===== src/hosp_pkg.sv =====
// Shared types, codes and decode functions for the hunk object stream parser.
// Depends on nothing; the front, parser and top files refer to it by scoped names.
package hosp_pkg;

  // Parser states
  typedef enum logic [4:0] {
    ST_ID     = 5'd0,
    ST_SIZE   = 5'd1,
    ST_HNAME  = 5'd2,
    ST_NSECS  = 5'd3,
    ST_FIRST  = 5'd4,
    ST_LAST   = 5'd5,
    ST_SECSIZE = 5'd6,
    ST_NAME   = 5'd7,
    ST_SKIP   = 5'd8,
    ST_RHUNK  = 5'd9,
    ST_RSKIP  = 5'd10,
    ST_RCOUNT = 5'd11,
    ST_ENAME  = 5'd12,
    ST_EVAL   = 5'd13,
    ST_ECVAL  = 5'd14,
    ST_ECSIZE = 5'd15,
    ST_ESKIP  = 5'd16,
    ST_EREF   = 5'd17,
    ST_EHDR   = 5'd18,
    ST_STOP   = 5'd19
  } hosp_state_t;

  // Role tag for each byte
  typedef enum logic [3:0] {
    ROLE_ID         = 4'd0,
    ROLE_END        = 4'd1,
    ROLE_SIZE       = 4'd2,
    ROLE_NAME       = 4'd3,
    ROLE_NSECS      = 4'd4,
    ROLE_FIRST      = 4'd5,
    ROLE_LAST       = 4'd6,
    ROLE_SECSIZE    = 4'd7,
    ROLE_SKIPPED    = 4'd8,
    ROLE_RELOCHUNK  = 4'd9,
    ROLE_RELOCCOUNT = 4'd10,
    ROLE_EXTHDR     = 4'd11,
    ROLE_EXTVALUE   = 4'd12,
    ROLE_COMMONSIZE = 4'd13,
    ROLE_REFCOUNT   = 4'd14,
    ROLE_IGNORED    = 4'd15
  } hosp_role_t;

  // External entry classes
  typedef enum logic [1:0] {
    ECLS_INVALID = 2'd0,
    ECLS_VALUE   = 2'd1,
    ECLS_COMMON  = 2'd2,
    ECLS_REF     = 2'd3
  } hosp_ext_cls_t;

  // Hunk type ids (low 30 bits of the id word)
  localparam logic [29:0] HT_UNIT         = 30'h3E7;
  localparam logic [29:0] HT_NAME         = 30'h3E8;
  localparam logic [29:0] HT_CODE         = 30'h3E9;
  localparam logic [29:0] HT_DATA         = 30'h3EA;
  localparam logic [29:0] HT_RELOC32      = 30'h3EC;
  localparam logic [29:0] HT_RELOC16      = 30'h3ED;
  localparam logic [29:0] HT_RELOC8       = 30'h3EE;
  localparam logic [29:0] HT_EXT          = 30'h3EF;
  localparam logic [29:0] HT_SYMBOL       = 30'h3F0;
  localparam logic [29:0] HT_DEBUG        = 30'h3F1;
  localparam logic [29:0] HT_HEADER       = 30'h3F3;
  localparam logic [29:0] HT_DREL32       = 30'h3F7;
  localparam logic [29:0] HT_DREL16       = 30'h3F8;
  localparam logic [29:0] HT_DREL8        = 30'h3F9;
  localparam logic [29:0] HT_RELOC32SHORT = 30'h3FC;
  localparam logic [29:0] HT_ABSRELOC16   = 30'h3FE;

  // Dense kind code ranges
  localparam logic [29:0] KIND_LO_FIRST = 30'd999;
  localparam logic [29:0] KIND_LO_LAST  = 30'd1011;
  localparam logic [29:0] KIND_HI_FIRST = 30'd1013;
  localparam logic [29:0] KIND_HI_LAST  = 30'd1022;
  localparam logic [29:0] KIND_LO_BASE  = 30'd998;
  localparam logic [29:0] KIND_HI_BASE  = 30'd999;

  // Whole id words
  localparam logic [31:0] END_WORD  = 32'h0000_03F2;
  localparam logic [31:0] STOP_WORD = 32'hFFFF_FFFF;

  // External symbol type bytes
  localparam logic [7:0] SYMT_LOCAL     = 8'd0;
  localparam logic [7:0] SYMT_DEF       = 8'd1;
  localparam logic [7:0] SYMT_ABS       = 8'd2;
  localparam logic [7:0] SYMT_RES       = 8'd3;
  localparam logic [7:0] SYMT_LREF      = 8'd129;
  localparam logic [7:0] SYMT_CMN       = 8'd130;
  localparam logic [7:0] SYMT_WREF      = 8'd131;
  localparam logic [7:0] SYMT_BREF      = 8'd132;
  localparam logic [7:0] SYMT_DEXT32    = 8'd133;
  localparam logic [7:0] SYMT_DEXT16    = 8'd134;
  localparam logic [7:0] SYMT_DEXT8     = 8'd135;
  localparam logic [7:0] SYMT_PCREL_L   = 8'd136;
  localparam logic [7:0] SYMT_PCREL_CMN = 8'd137;
  localparam logic [7:0] SYMT_ABS_WREF  = 8'd138;
  localparam logic [7:0] SYMT_ABS_BREF  = 8'd139;
  localparam logic [7:0] SYMT_DCOMMON0  = 8'd208;
  localparam logic [7:0] SYMT_DCOMMON1  = 8'd209;
  localparam logic [7:0] SYMT_DCOMMON2  = 8'd210;

  // Queue output from front to back
  typedef struct packed {
    logic       valid;
    logic [7:0] data;
  } hosp_q_t;

  function automatic hosp_ext_cls_t ext_class(input logic [7:0] b);
    hosp_ext_cls_t c;
    unique case (b) inside
      SYMT_LOCAL, SYMT_DEF, SYMT_ABS, SYMT_RES: c = ECLS_VALUE;
      SYMT_CMN, SYMT_PCREL_CMN, SYMT_DCOMMON0, SYMT_DCOMMON1, SYMT_DCOMMON2:
        c = ECLS_COMMON;
      SYMT_LREF, SYMT_WREF, SYMT_BREF, SYMT_DEXT32, SYMT_DEXT16, SYMT_DEXT8,
      SYMT_PCREL_L, SYMT_ABS_WREF, SYMT_ABS_BREF: c = ECLS_REF;
      default: c = ECLS_INVALID;
    endcase
    return c;
  endfunction

  function automatic hosp_state_t fields_state(input hosp_ext_cls_t c);
    hosp_state_t s;
    unique case (c)
      ECLS_VALUE:  s = ST_EVAL;
      ECLS_COMMON: s = ST_ECVAL;
      ECLS_REF:    s = ST_EREF;
      default:     s = ST_EHDR;
    endcase
    return s;
  endfunction

  function automatic logic [4:0] kind_code(input logic [29:0] t);
    logic [4:0] k;
    if (t >= KIND_LO_FIRST && t <= KIND_LO_LAST) begin
      k = 5'(t - KIND_LO_BASE);
    end else if (t >= KIND_HI_FIRST && t <= KIND_HI_LAST) begin
      k = 5'(t - KIND_HI_BASE);
    end else begin
      k = 5'd0;
    end
    return k;
  endfunction

endpackage


===== src/hosp_if.sv =====
// Valid/ready channel interfaces for the byte input and the tagged result output.
// Stand-alone; widths follow the fixed field widths.
interface hosp_in_if;
  logic       valid;
  logic       ready;
  logic [7:0] data_byte;

  modport source (output valid, output data_byte, input ready);
  modport sink (input valid, input data_byte, output ready);
endinterface

interface hosp_out_if;
  logic        valid;
  logic        ready;
  logic [3:0]  role;
  logic        word_done;
  logic [31:0] word_value;
  logic [4:0]  hunk_kind;
  logic [7:0]  ext_kind;
  logic        bad_ext;

  modport source (output valid, output role, output word_done, output word_value,
                  output hunk_kind, output ext_kind, output bad_ext, input ready);
  modport sink (input valid, input role, input word_done, input word_value,
                input hunk_kind, input ext_kind, input bad_ext, output ready);
endinterface


===== src/hosp_front.sv =====
// Front end: accepts stream bytes into a two-byte queue toward the parser.
// Depends on hosp_pkg and hosp_in_if.
module hosp_front (
  input  logic              clk,
  input  logic              rst_n,
  hosp_in_if.sink           in_ch,
  output hosp_pkg::hosp_q_t q,
  input  logic              q_take
);

  logic [7:0] buf_r [2];
  logic       wptr_r, wptr_nxt;
  logic       rptr_r, rptr_nxt;
  logic [1:0] cnt_r, cnt_nxt;
  logic       push;
  logic       pop;

  assign in_ch.ready = (cnt_r != 2'd2);
  assign push        = in_ch.valid && in_ch.ready;
  assign pop         = q_take && (cnt_r != 2'd0);
  assign q.valid     = (cnt_r != 2'd0);
  assign q.data      = buf_r[rptr_r];

  always_comb begin
    wptr_nxt = push ? ~wptr_r : wptr_r;
    rptr_nxt = pop ? ~rptr_r : rptr_r;
    cnt_nxt  = cnt_r + {1'b0, push} - {1'b0, pop};
  end

  always_ff @(posedge clk) begin
    if (!rst_n) begin
      wptr_r <= 1'b0;
      rptr_r <= 1'b0;
      cnt_r  <= 2'd0;
    end else begin
      wptr_r <= wptr_nxt;
      rptr_r <= rptr_nxt;
      cnt_r  <= cnt_nxt;
    end
  end

  always_ff @(posedge clk) begin
    if (push) begin
      buf_r[wptr_r] <= in_ch.data_byte;
    end
  end

endmodule


===== src/hosp_parser.sv =====
// Back end: word assembly, hunk state machine and the registered result stage.
// Depends on hosp_pkg and hosp_out_if.
module hosp_parser (
  input  logic              clk,
  input  logic              rst_n,
  input  hosp_pkg::hosp_q_t q,
  output logic              q_take,
  hosp_out_if.source        out_ch
);

  hosp_pkg::hosp_state_t state_r, state_nxt;
  logic [1:0]  phase_r, phase_nxt;
  logic [23:0] partial_r, partial_nxt;
  logic [29:0] htype_r, htype_nxt;
  logic [31:0] rem_r, rem_nxt;
  logic [31:0] pend_r, pend_nxt;
  logic [7:0]  etype_r, etype_nxt;

  logic        out_valid_r, out_valid_nxt;
  hosp_pkg::hosp_role_t out_role_r;
  logic        out_done_r;
  logic [31:0] out_value_r;
  logic [4:0]  out_kind_r;
  logic [7:0]  out_ext_r;
  logic        out_bad_r;

  hosp_pkg::hosp_role_t role;
  logic        done;
  logic [31:0] value;
  logic        bad;
  logic        word_st;
  logic        use_eh;
  logic [31:0] w;
  logic [31:0] w4;
  logic [31:0] rem_dec;
  logic [31:0] rel_cnt;
  logic [7:0]  eh_type;
  logic [23:0] eh_len;
  hosp_pkg::hosp_ext_cls_t eh_cls;
  hosp_pkg::hosp_state_t   eh_state;

  // Take a byte whenever the result register is free or being drained
  assign q_take = q.valid && (!out_valid_r || out_ch.ready);

  always_comb begin
    state_nxt   = state_r;
    phase_nxt   = phase_r;
    partial_nxt = partial_r;
    htype_nxt   = htype_r;
    rem_nxt     = rem_r;
    pend_nxt    = pend_r;
    etype_nxt   = etype_r;
    role        = hosp_pkg::ROLE_ID;
    done        = 1'b0;
    value       = 32'd0;
    bad         = 1'b0;
    word_st     = 1'b1;
    use_eh      = 1'b0;

    w       = {partial_r, q.data};
    w4      = {w[29:0], 2'b00};
    rem_dec = rem_r - 32'd1;
    rel_cnt = (htype_r == hosp_pkg::HT_RELOC32SHORT) ? {pend_r[30:0], 1'b0}
                                                      : {pend_r[29:0], 2'b00};
    eh_type = w[31:24];
    eh_len  = w[23:0];
    eh_cls  = hosp_pkg::ext_class(eh_type);
    if (eh_type == 8'd0) begin
      eh_state = hosp_pkg::ST_ID;
    end else if (eh_len != 24'd0) begin
      eh_state = hosp_pkg::ST_ENAME;
    end else begin
      eh_state = hosp_pkg::fields_state(eh_cls);
    end

    unique case (state_r)
      hosp_pkg::ST_STOP: begin
        role    = hosp_pkg::ROLE_IGNORED;
        word_st = 1'b0;
      end
      hosp_pkg::ST_SKIP, hosp_pkg::ST_RSKIP, hosp_pkg::ST_ESKIP: begin
        role        = hosp_pkg::ROLE_SKIPPED;
        word_st     = 1'b0;
        rem_nxt     = rem_dec;
        phase_nxt   = 2'd0;
        partial_nxt = 24'd0;
        if (rem_dec == 32'd0) begin
          if (state_r == hosp_pkg::ST_SKIP) begin
            state_nxt = hosp_pkg::ST_ID;
          end else if (state_r == hosp_pkg::ST_RSKIP) begin
            state_nxt = hosp_pkg::ST_RCOUNT;
          end else begin
            state_nxt = hosp_pkg::ST_EHDR;
          end
        end
      end
      hosp_pkg::ST_SIZE: role = hosp_pkg::ROLE_SIZE;
      hosp_pkg::ST_HNAME, hosp_pkg::ST_NAME, hosp_pkg::ST_ENAME: role = hosp_pkg::ROLE_NAME;
      hosp_pkg::ST_NSECS: role = hosp_pkg::ROLE_NSECS;
      hosp_pkg::ST_FIRST: role = hosp_pkg::ROLE_FIRST;
      hosp_pkg::ST_LAST: role = hosp_pkg::ROLE_LAST;
      hosp_pkg::ST_SECSIZE: role = hosp_pkg::ROLE_SECSIZE;
      hosp_pkg::ST_RHUNK: role = hosp_pkg::ROLE_RELOCHUNK;
      hosp_pkg::ST_RCOUNT: role = hosp_pkg::ROLE_RELOCCOUNT;
      hosp_pkg::ST_EHDR: role = hosp_pkg::ROLE_EXTHDR;
      hosp_pkg::ST_EVAL, hosp_pkg::ST_ECVAL: role = hosp_pkg::ROLE_EXTVALUE;
      hosp_pkg::ST_ECSIZE: role = hosp_pkg::ROLE_COMMONSIZE;
      hosp_pkg::ST_EREF: role = hosp_pkg::ROLE_REFCOUNT;
      default: role = hosp_pkg::ROLE_ID;
    endcase

    if (word_st) begin
      if (phase_r != 2'd3) begin
        partial_nxt = {partial_r[15:0], q.data};
        phase_nxt   = phase_r + 2'd1;
      end else begin
        phase_nxt   = 2'd0;
        partial_nxt = 24'd0;
        done        = 1'b1;
        value       = w;
        unique case (state_r)
          hosp_pkg::ST_SIZE: begin
            unique case (htype_r) inside
              hosp_pkg::HT_HEADER: begin
                if (w != 32'd0) begin
                  rem_nxt   = w;
                  state_nxt = hosp_pkg::ST_HNAME;
                end else begin
                  state_nxt = hosp_pkg::ST_NSECS;
                end
              end
              hosp_pkg::HT_NAME: begin
                rem_nxt   = w;
                state_nxt = (w != 32'd0) ? hosp_pkg::ST_NAME : hosp_pkg::ST_ID;
              end
              hosp_pkg::HT_UNIT, hosp_pkg::HT_CODE, hosp_pkg::HT_DATA,
              hosp_pkg::HT_DEBUG: begin
                rem_nxt   = w4;
                state_nxt = (w4 != 32'd0) ? hosp_pkg::ST_SKIP : hosp_pkg::ST_ID;
              end
              hosp_pkg::HT_RELOC32, hosp_pkg::HT_RELOC16, hosp_pkg::HT_RELOC8,
              hosp_pkg::HT_DREL32, hosp_pkg::HT_DREL16, hosp_pkg::HT_DREL8,
              hosp_pkg::HT_SYMBOL, hosp_pkg::HT_ABSRELOC16,
              hosp_pkg::HT_RELOC32SHORT: begin
                pend_nxt  = w;
                state_nxt = (w != 32'd0) ? hosp_pkg::ST_RHUNK : hosp_pkg::ST_ID;
              end
              hosp_pkg::HT_EXT: use_eh = 1'b1;
              default: state_nxt = hosp_pkg::ST_ID;
            endcase
          end
          hosp_pkg::ST_HNAME: begin
            rem_nxt = rem_dec;
            if (rem_dec == 32'd0) begin
              state_nxt = hosp_pkg::ST_NSECS;
            end
          end
          hosp_pkg::ST_NAME, hosp_pkg::ST_SECSIZE: begin
            rem_nxt = rem_dec;
            if (rem_dec == 32'd0) begin
              state_nxt = hosp_pkg::ST_ID;
            end
          end
          hosp_pkg::ST_NSECS: begin
            rem_nxt   = w;
            state_nxt = hosp_pkg::ST_FIRST;
          end
          hosp_pkg::ST_FIRST: state_nxt = hosp_pkg::ST_LAST;
          hosp_pkg::ST_LAST: begin
            state_nxt = (rem_r != 32'd0) ? hosp_pkg::ST_SECSIZE : hosp_pkg::ST_ID;
          end
          hosp_pkg::ST_RHUNK: begin
            rem_nxt   = rel_cnt;
            state_nxt = (rel_cnt != 32'd0) ? hosp_pkg::ST_RSKIP : hosp_pkg::ST_RCOUNT;
          end
          hosp_pkg::ST_RCOUNT: begin
            pend_nxt  = w;
            state_nxt = (w != 32'd0) ? hosp_pkg::ST_RHUNK : hosp_pkg::ST_ID;
          end
          hosp_pkg::ST_ENAME: begin
            rem_nxt = rem_dec;
            if (rem_dec == 32'd0) begin
              state_nxt = hosp_pkg::fields_state(hosp_pkg::ext_class(etype_r));
            end
          end
          hosp_pkg::ST_EVAL: state_nxt = hosp_pkg::ST_EHDR;
          hosp_pkg::ST_ECVAL: state_nxt = hosp_pkg::ST_ECSIZE;
          hosp_pkg::ST_ECSIZE, hosp_pkg::ST_EREF: begin
            rem_nxt   = w4;
            state_nxt = (w4 != 32'd0) ? hosp_pkg::ST_ESKIP : hosp_pkg::ST_EHDR;
          end
          hosp_pkg::ST_EHDR: use_eh = 1'b1;
          default: begin
            // id word, also taken for any undefined state code
            htype_nxt = w[29:0];
            if (w == hosp_pkg::STOP_WORD) begin
              state_nxt = hosp_pkg::ST_STOP;
            end else if (w == hosp_pkg::END_WORD) begin
              role      = hosp_pkg::ROLE_END;
              state_nxt = hosp_pkg::ST_ID;
            end else begin
              state_nxt = hosp_pkg::ST_SIZE;
            end
          end
        endcase

        // external entry header: type byte in the top, name length below
        if (use_eh) begin
          etype_nxt = eh_type;
          state_nxt = eh_state;
          if (eh_type != 8'd0) begin
            rem_nxt = {8'd0, eh_len};
            bad     = (eh_cls == hosp_pkg::ECLS_INVALID);
          end
        end
      end
    end

    if (q_take) begin
      out_valid_nxt = 1'b1;
    end else if (out_ch.ready) begin
      out_valid_nxt = 1'b0;
    end else begin
      out_valid_nxt = out_valid_r;
    end
  end

  always_ff @(posedge clk) begin
    if (!rst_n) begin
      state_r     <= hosp_pkg::ST_ID;
      phase_r     <= 2'd0;
      partial_r   <= 24'd0;
      htype_r     <= 30'd0;
      rem_r       <= 32'd0;
      pend_r      <= 32'd0;
      etype_r     <= 8'd0;
      out_valid_r <= 1'b0;
    end else begin
      out_valid_r <= out_valid_nxt;
      if (q_take) begin
        state_r   <= state_nxt;
        phase_r   <= phase_nxt;
        partial_r <= partial_nxt;
        htype_r   <= htype_nxt;
        rem_r     <= rem_nxt;
        pend_r    <= pend_nxt;
        etype_r   <= etype_nxt;
      end
    end
  end

  always_ff @(posedge clk) begin
    if (q_take) begin
      out_role_r  <= role;
      out_done_r  <= done;
      out_value_r <= value;
      out_kind_r  <= hosp_pkg::kind_code(htype_nxt);
      out_ext_r   <= etype_nxt;
      out_bad_r   <= bad;
    end
  end

  assign out_ch.valid      = out_valid_r;
  assign out_ch.role       = out_role_r;
  assign out_ch.word_done  = out_done_r;
  assign out_ch.word_value = out_value_r;
  assign out_ch.hunk_kind  = out_kind_r;
  assign out_ch.ext_kind   = out_ext_r;
  assign out_ch.bad_ext    = out_bad_r;

  a_stop_sticky: assert property (@(posedge clk) disable iff (!rst_n)
    state_r == hosp_pkg::ST_STOP |=> state_r == hosp_pkg::ST_STOP)
    else $error("parser left the stopped state");

  a_word_restarts: assert property (@(posedge clk) disable iff (!rst_n)
    (q_take && done) |=> phase_r == 2'd0)
    else $error("byte phase not restarted after a full word");

  a_ignored_no_word: assert property (@(posedge clk) disable iff (!rst_n)
    (out_valid_r && out_role_r == hosp_pkg::ROLE_IGNORED) |-> !out_done_r)
    else $error("ignored byte reported a completed word");

  a_bad_on_word: assert property (@(posedge clk) disable iff (!rst_n)
    (out_valid_r && out_bad_r) |-> (out_done_r &&
      (out_role_r == hosp_pkg::ROLE_SIZE || out_role_r == hosp_pkg::ROLE_EXTHDR)))
    else $error("bad external type flagged off a header word");

  a_value_zero: assert property (@(posedge clk) disable iff (!rst_n)
    (out_valid_r && !out_done_r) |-> out_value_r == 32'd0)
    else $error("word value nonzero on a partial byte");

endmodule


===== src/hunk_object_stream_parser_top.sv =====
// Top level of the hunk object stream parser: byte queue in front of the parser.
// Depends on hosp_pkg, hosp_if, hosp_front and hosp_parser.
//
// Feed the object file one byte per accepted word on in_ch; every byte yields exactly
// one tagged result on out_ch, in order. Sustained rate is one byte per clock: a new byte
// is taken each cycle as long as the result register is free or being drained. A byte
// accepted on in_ch is first written into the two-entry input queue; once the parser takes
// it, its result is registered in the result stage and then offered on out_ch. in_ch.ready
// depends only on the queue fill, with no combinational path from out_ch.ready; a stall on
// out_ch reaches the input only when the queue has filled up. After an id word of all ones
// every later byte is tagged ignored until reset.
module hunk_object_stream_parser_top (
  input logic         clk,
  input logic         rst_n,
  hosp_in_if.sink     in_ch,
  hosp_out_if.source  out_ch
);

  hosp_pkg::hosp_q_t q;
  logic              q_take;

  hosp_front u_front (
    .clk    (clk),
    .rst_n  (rst_n),
    .in_ch  (in_ch),
    .q      (q),
    .q_take (q_take)
  );

  hosp_parser u_parser (
    .clk    (clk),
    .rst_n  (rst_n),
    .q      (q),
    .q_take (q_take),
    .out_ch (out_ch)
  );

endmodule

===== src/flat_wrapper.sv =====
// flat-port wrapper written by rule: the top's interface ports become plain ports
module hunk_object_stream_parser_top_flat 
  (clk, rst_n, in_ch_valid, in_ch_data_byte, in_ch_ready, out_ch_valid, out_ch_role, out_ch_word_done, out_ch_word_value, out_ch_hunk_kind, out_ch_ext_kind, out_ch_bad_ext, out_ch_ready);
  hosp_in_if in_ch_i ();
  hosp_out_if out_ch_i ();
  input logic clk;
  input logic rst_n;
  input wire logic [$bits(in_ch_i.valid)-1:0] in_ch_valid;
  input wire logic [$bits(in_ch_i.data_byte)-1:0] in_ch_data_byte;
  output wire logic [$bits(in_ch_i.ready)-1:0] in_ch_ready;
  output wire logic [$bits(out_ch_i.valid)-1:0] out_ch_valid;
  output wire logic [$bits(out_ch_i.role)-1:0] out_ch_role;
  output wire logic [$bits(out_ch_i.word_done)-1:0] out_ch_word_done;
  output wire logic [$bits(out_ch_i.word_value)-1:0] out_ch_word_value;
  output wire logic [$bits(out_ch_i.hunk_kind)-1:0] out_ch_hunk_kind;
  output wire logic [$bits(out_ch_i.ext_kind)-1:0] out_ch_ext_kind;
  output wire logic [$bits(out_ch_i.bad_ext)-1:0] out_ch_bad_ext;
  input wire logic [$bits(out_ch_i.ready)-1:0] out_ch_ready;
  assign in_ch_i.valid = in_ch_valid;
  assign in_ch_i.data_byte = in_ch_data_byte;
  assign in_ch_ready = in_ch_i.ready;
  assign out_ch_valid = out_ch_i.valid;
  assign out_ch_role = out_ch_i.role;
  assign out_ch_word_done = out_ch_i.word_done;
  assign out_ch_word_value = out_ch_i.word_value;
  assign out_ch_hunk_kind = out_ch_i.hunk_kind;
  assign out_ch_ext_kind = out_ch_i.ext_kind;
  assign out_ch_bad_ext = out_ch_i.bad_ext;
  assign out_ch_i.ready = out_ch_ready;
  hunk_object_stream_parser_top u_core (.clk(clk), .rst_n(rst_n), .in_ch(in_ch_i), .out_ch(out_ch_i));
endmodule

===== config.mk =====
export PLATFORM = sky130hd
export DESIGN_NAME = hunk_object_stream_parser_top_flat
export DESIGN_NICKNAME = d
export VERILOG_FILES = /design/src/hosp_pkg.sv /design/src/hosp_if.sv /design/src/hosp_front.sv /design/src/hosp_parser.sv /design/src/hunk_object_stream_parser_top.sv /design/src/flat_wrapper.sv
export SDC_FILE = /design/constraint.sdc
export NUM_CORES = 1
export LEC_CHECK = 0
export BUFFER_PORTS_ARGS = -buffer_cell sky130_fd_sc_hd__clkbuf_2
export CORE_ASPECT_RATIO = 1.2
export CORE_MARGIN = 5
export CORE_UTILIZATION = 56
export CTS_CLUSTER_SIZE = 8
export DETAILED_ROUTE_END_ITERATION = 16
export GPL_ROUTABILITY_DRIVEN = 1
export PLACE_DENSITY = 0.73
export SYNTH_ARGS = -nofsm -noshare
export SYNTH_HDL_FRONTEND = slang
export SYNTH_SLANG_ARGS = --single-unit
export TNS_END_PERCENT = 20

===== constraint.sdc =====
create_clock -name clk -period 3.8 [get_ports clk]
set_input_delay 0 -clock clk [delete_from_list [all_inputs] [get_ports clk]]
set_output_delay 0 -clock clk [all_outputs]
set_load 0.02 [all_outputs]

After elaboration in Yosys (flattened, before gate mapping):

Memory sizes are Yosys's and may differ from the RTL's. A register that Yosys moved wholly into a read port is not among the register bits.
Cells that the tools add are included.

* bits in registers: 188
* bits in latches: 0
* memory bits (writable): 16
* memory bits (read-only): 0
* input bits: 12
* output and inout bits: 53
* logic and storage cells: 228
* memories kept: 1

* add/subtract/negate cells: 6
* multipliers: 0
* divide/modulo/power cells: 0
* $lt $le $gt $ge: 4
* equality and inequality tests: 81
* shifts and indexed selects: 0
* multiplexer cells: 73
* bitwise logic cells: 6
* reduce and logical (&&, ||, !) cells: 40

Memory list
* u_core.u_front.buf_r: words 2, bits a word 8, read ports 1, clocked after Yosys merged registers in 1, write ports 1, line hosp_front.sv:11 `logic [7:0] buf_r [2];`

Operators with widths (number)
* 30-bit by 10-bit == test with 1-bit output (second input constant): 16
* 8-bit == test (second input constant): 28
* 32-bit two-way mux: 7
* 32-bit one-hot mux with 5 select lines: 1
* 32-bit one-hot mux with 3 select lines: 1
* 32-bit nonzero test: 3
* 30-bit two-way mux: 3
* 5-bit two-way mux: 15
* 24-bit two-way mux: 3
* 5-bit one-hot mux with 13 select lines: 1
* 31-bit one-hot mux with 2 select lines: 1
* 30-bit by 10-bit greater-or-equal comparator with 1-bit output (second input constant): 2
* 30-bit by 10-bit <= comparator with 1-bit output (second input constant): 2
* 4-bit one-hot mux with 14 select lines: 1
* 5-bit by 4-bit == test with 1-bit output (second input constant): 8
* 32-bit by 10-bit == test with 1-bit output (second input constant): 1
* 32-bit == test (second input constant): 1
* 8-bit by 2-bit == test with 1-bit output (second input constant): 4
* 32-bit zero test: 1
* 32-bit by 1-bit subtractor with 32-bit output (second input constant): 1
* 31-bit two-way mux: 1
* 5-bit one-hot mux with 3 select lines: 2
* 30-bit nonzero test: 1
* 4-bit two-way mux: 7
* 38 further kinds: 99

Depth between registers and ports, before layout:

* depth in word-level cells: 14
* mapped depth: 15
* depth with buffers taken out: 12

Modules after synthesis:

From an unflattened synthesis, not the netlist that was laid out.

* cells, all modules: 1475
* area total of the unflattened synthesis: 12538.3 µm²

Modules (own cells, without submodules)
* hosp_parser: times used 1, cells each 1426, area each 11727.5 µm², sequential area each 4194.0 µm²
* hosp_front: times used 1, cells each 49, area each 810.8 µm², sequential area each 580.6 µm²

Worst setup path after synthesis:

Ideal clock, no wire load.

* path type: register to register
* start point: reg u_core.u_parser.out_valid_r (netlist: u_core.u_parser.out_ch.valid)
* end point: reg u_core.u_front.cnt_r[1]
* setup time: 0.115 ns
* arrival: 3.957 ns
* data required time: 3.685 ns
* setup slack: -0.272 ns
* stages on the path, launching flop included: 13
* buffers on the path: 3
* clock period less this slack: 4.072 ns
* path through: dfxtp_1 -> nor2b_1 -> or2_2 -> clkbuf_1 -> inv_1 -> clkbuf_1 -> clkbuf_1 -> ha_1 -> inv_1 -> ha_1 -> xnor2_1 -> xnor2_1 -> and2_1

* cells in the longest elaborated chain, start to end: 5

RTL lines
* start, declared: line hosp_parser.sv:19 `logic out_valid_r, out_valid_nxt;`
* start signal, assigned: line hosp_parser.sv:239 `out_valid_r <= out_valid_nxt;`
* 1-bit zero test: line hosp_parser.sv:43 `assign q_take = q.valid && (!out_valid_r || out_ch.ready);`
* 1-bit logical OR: line hosp_parser.sv:43
* 1-bit logical AND: line hosp_parser.sv:43
* via u_core.q_take: line hunk_object_stream_parser_top.sv:20 `logic q_take;`
* 1-bit logical AND: line hosp_front.sv:20 `assign pop = q_take && (cnt_r != 2'd0);`
* 2-bit by 1-bit subtractor with 2-bit output: line hosp_front.sv:27 `cnt_nxt = cnt_r + {1'b0, push} - {1'b0, pop};`
* end signal, assigned: line hosp_front.sv:38 `cnt_r <= cnt_nxt;`
* end, declared: line hosp_front.sv:14 `logic [1:0] cnt_r, cnt_nxt;`

The timed path passes the listed nets, and every way through them passes these cells.
A chain may end at the register's enable or synchronous reset.

Final worst setup path:

* start point: reg u_core.u_parser.partial_r[20]
* end point: reg u_core.u_parser.rem_r[16]

* cells in the longest elaborated chain, start to end: 8
* elaborated cells on any way between the ends: 9
* those cells by class: mux (7); reduce/logical (2)

RTL lines
* start, declared: line hosp_parser.sv:13 `logic [23:0] partial_r, partial_nxt;`
* start signal, assigned: line hosp_parser.sv:243 `partial_r <= partial_nxt;`
* 32-bit nonzero test: line hosp_parser.sv:125 `if (w != 32'd0) begin`
* 32-bit two-way mux: line hosp_parser.sv:125
* 32-bit one-hot mux with 3 select lines: line hosp_parser.sv:123 `unique case (htype_r) inside`
* 32-bit one-hot mux with 5 select lines: line hosp_parser.sv:121 `unique case (state_r)`
* 32-bit two-way mux: line hosp_parser.sv:211 `if (eh_type != 8'd0) begin`
* 32-bit two-way mux *: line hosp_parser.sv:208 `if (use_eh) begin`
* 32-bit two-way mux *: line hosp_parser.sv:113 `if (phase_r != 2'd3) begin`
* 32-bit two-way mux *: line hosp_parser.sv:112 `if (word_st) begin`
* end signal, assigned: line hosp_parser.sv:245 `rem_r <= rem_nxt;`
* end, declared: line hosp_parser.sv:15 `logic [31:0] rem_r, rem_nxt;`

Mark *: on every way between the ends. The rest lies on a longest branch, timed or not.

==> results.json <==
{
  "cts_buffer_depth": 3,
  "ir_drop_mv": 0.466,
  "grt_start_max_net_pins": 87,
  "ys_ff_latch": 205,
  "synthFlopType": "dfxtp_1",
  "syn_avg_cell_area_um2": 8.66,
  "synth_area_um2": 12200,
  "start_util": 0.567,
  "synthArstFlopShare": 0,
  "portBuffers": 64,
  "htreeDepth": 1,
  "grt_pass1_wl_um": 67100,
  "worstPathRequired_ns": 4.23,
  "nFillCells": 1849,
  "die_w_um": 145,
  "tritoncts": "done",
  "synth_top_area_frac": 0.226,
  "place.gp.congestion": 1.04,
  "run_status": "finished clean",
  "worstPathArrival_ns": 4.07,
  "drv_cap": 0,
  "hp-class": "input pin to flip-flop",
  "first_global_vias": 11500,
  "wl_per_cell_um": 24.5,
  "path_max_fanout": 9,
  "finish.net_count": 1515,
  "core_um2": 21600,
  "setup-tns-final_ns": 0,
  "post-route-min-period_ns": 3.65,
  "yosys_warnings": 0,
  "drc_errors": 0,
  "clock-sinks": 205,
  "cts_root_buf": "clkbuf_16",
  "yosysMostFrequentCell": "nand2_1",
  "syn2layout_area_growth_pct": 15.3,
  "synth_edf_count": 67,
  "drt_iter0_drc": 1343,
  "final_layout_size_suffix_gt1_frac": 0.160,
  "skew_ns": 0.0127,
  "vias_per_cell": 6.69,
  "first_pass_iters": 5,
  "die-area_um2": 24900,
  "yosysUniqueCellTypes": 82,
  "min_period_over_period": 0.960,
  "synth_area_leaders": "dfxtp_1 (23%), edfxtp_1 (16%), mux2i_1 (5.7%)",
  "antenna_left": 0,
  "dr_total_vias": 11900,
  "die_h_um": 172,
  "worst_setup_path_end_kind": "flip-flop",
  "num_rows": 59,
  "rsz0062_at_grt": "false",
  "cts_resized": 0,
  "netlist_instances": 1411,
  "finalHoldViolations": 0,
  "leakage_nw": 5.19,
  "startpoint_type": "flip-flop",
  "fmax_mhz": 274,
  "grtUsageTotal": 0.348,
  "postLayoutCellArea_um2": 14100,
  "worstSetupPathType": "flip-flop to flip-flop",
  "wl_um": 43600,
  "antenna_found_initial": 1,
  "placed_area_um2": 13200,
  "gr-total-overflow": 0,
  "cts_made_buffers": 29,
  "dpl.hpwl_um": 31200,
  "syn_nets": 1435,
  "clk_pin_slew_ns": 0.05,
  "powerDensity_nw_per_um2": 614,
  "clk_latency_ns": 0.53,
  "io_pins": 65,
  "tightest_slew_ns": 1.02,
  "synth_common_cells": "nand2_1 (151), dfxtp_1 (138), clkbuf_1 (109)",
  "maxSlewViolCount": 0,
  "synth_top_cell_by_area": "dfxtp_1",
  "yosysSeqAreaShare": 0.391,
  "finalSetupViolCount": 0,
  "relSlewSlack": 0.320
}
[final timing paths]
path | start | slack, ns | depth (start not counted) | endpoint
worst max-delay path | u_core.u_parser.partial_r[20] | 0.15 | 8 | u_core.u_parser.rem_r[16]
worst min-delay path | rst_n | 0.07 | 2 | u_core.u_parser.htype_r[24]
worst max register to register | u_core.u_parser.partial_r[20] | 0.15 | 8 | u_core.u_parser.rem_r[16]
worst min register to register | u_core.u_parser.htype_r[20] | 0.46 | 2 | u_core.u_parser.htype_r[20]
[state kept, by name (all words and copies together), names as in the netlist, named ones only]
signal and flops:
u_core.u_parser.htype_r 30, u_core.u_parser.out_ch.bad_ext 1, u_core.u_parser.phase_r 2, u_core.u_parser.out_ch.word_done 1, u_core.u_parser.out_ch.valid 1, u_core.u_parser.state_r 5
u_core.u_parser.partial_r 24, u_core.u_front.cnt_r 2, u_core.u_front.rptr_r 1, u_core.u_parser.rem_r 32, u_core.u_parser.out_ch.hunk_kind 5, u_core.u_parser.pend_r 31
u_core.u_front.buf_r 16, u_core.u_front.wptr_r 1, u_core.u_parser.out_ch.role 4, u_core.u_parser.etype_r 8, u_core.u_parser.out_ch.word_value 32, u_core.u_parser.out_ch.ext_kind 8
[power by group]
part | switching, mW | internal, mW | leakage (nW)
combinational | 2.34 | 1.14 | 3.05
clock | 0.921 | 1.39 | 0.379
sequential | 0.188 | 2.66 | 1.77
[cells by family (layout without fill, tap and decap cells)]
logic type | count (synthesis) | count (layout) | share of synthesized area
AO/OA/AOI/OAI | 360 | 360 | 0.210
XOR/XNOR | 44 | 44 | 0.0315
adder cells (fa/ha/maj) | 12 | 12 | 0.0123
buffers and inverters | 145 | 241 | 0.0470
flip-flops | 205 | 205 | 0.391
multiplexers | 91 | 91 | 0.0767
other | 0 | 1 | 0
AND/OR/NAND/NOR | 554 | 554 | 0.232
[cell usage in the layout, fill, tap and decap left out, types with 7 or more instances in the layout]
cell / n
ha_1: 12
or3_1: 11
o211a_1: 11
a31oi_1: 9
nand3_1: 31
or4_1: 12
xnor2_1: 25
nand4_1: 20
inv_1: 15
mux2i_1: 70
a211oi_1: 12
nor2_1: 99
dfxtp_1: 138
and2_1: 38
o21a_1: 7
mux2_2: 21
nand2_1: 151
clkbuf_1: 18
a21oi_1: 52
clkbuf_16: 29
clkbuf_2: 63
nor4_1: 27
a22oi_1: 28
o22ai_1: 21
o221ai_1: 10
a21boi_0: 24
dlygate4sd3_1: 10
a221oi_1: 27
o211ai_1: 11
edfxtp_1: 67
a22o_1: 10
xor2_1: 19
nor3_1: 44
o21ai_0: 64
buf_4: 103
nor2b_1: 66
nand2b_1: 10
[critical path: stages (launching register included)]
cell      delay [ns]
dfxtp_1         0.32
nor3_1          0.63
nand4b_1        0.59
o21ai_1         0.67
o211ai_1        0.40
buf_4           0.30
a221oi_1        0.32
a21oi_1         0.10
and3_1          0.19
[final cells by class]
type / instances / area, um^2 / share of cell area
timing repair buffer: 177 / 1210 / 0.0858
inverter: 17 / 65.1 / 0.00462
tap: 274 / 343 / 0.0243
antenna: 1 / 2.50 / 0.000178
clock buffer: 47 / 793 / 0.0563
sequential: 205 / 4770 / 0.339
multi-input combinational: 1061 / 6900 / 0.490
[metrics by stage]
step | power, mW | cells | util | setup WS [ns] | hold WS, ns
CTS | 8.61 | 1781 | 0.653 | 0.221 | 0.0612
global route | 9.04 | 1782 | 0.654 | 0.0781 | 0.120
finish | 8.65 | 1782 | 0.654 | 0.153 | 0.0726
detailed placement | 6.29 | 1724 | 0.612 | 0.241 | 0.198
floorplan | 5.09 | 1411 | - | 0.320 | 0.0989
global placement | 6.25 | 1724 | 0.612 | 0.259 | 0.190
[routing by layer]
metal  share of wire  vias up  global-route usage  wire [um]
met5               0        -                   0          0
met4           0.068        0               0.192       2970
met3           0.089      185              0.0659       3890
met2            0.45      646               0.544      19500
met1            0.40     5688               0.454      17300
li1                -     5394                   -          -
[repair_timing]
| item | 4_1_cts | 5_1_grt |
|---|---|---|
| setup buffers | 0 | 0 |
| hold endpoints to repair | 18 | 0 |
| hold buffers | 10 | 0 |
(Power assumes the default switching activity.)
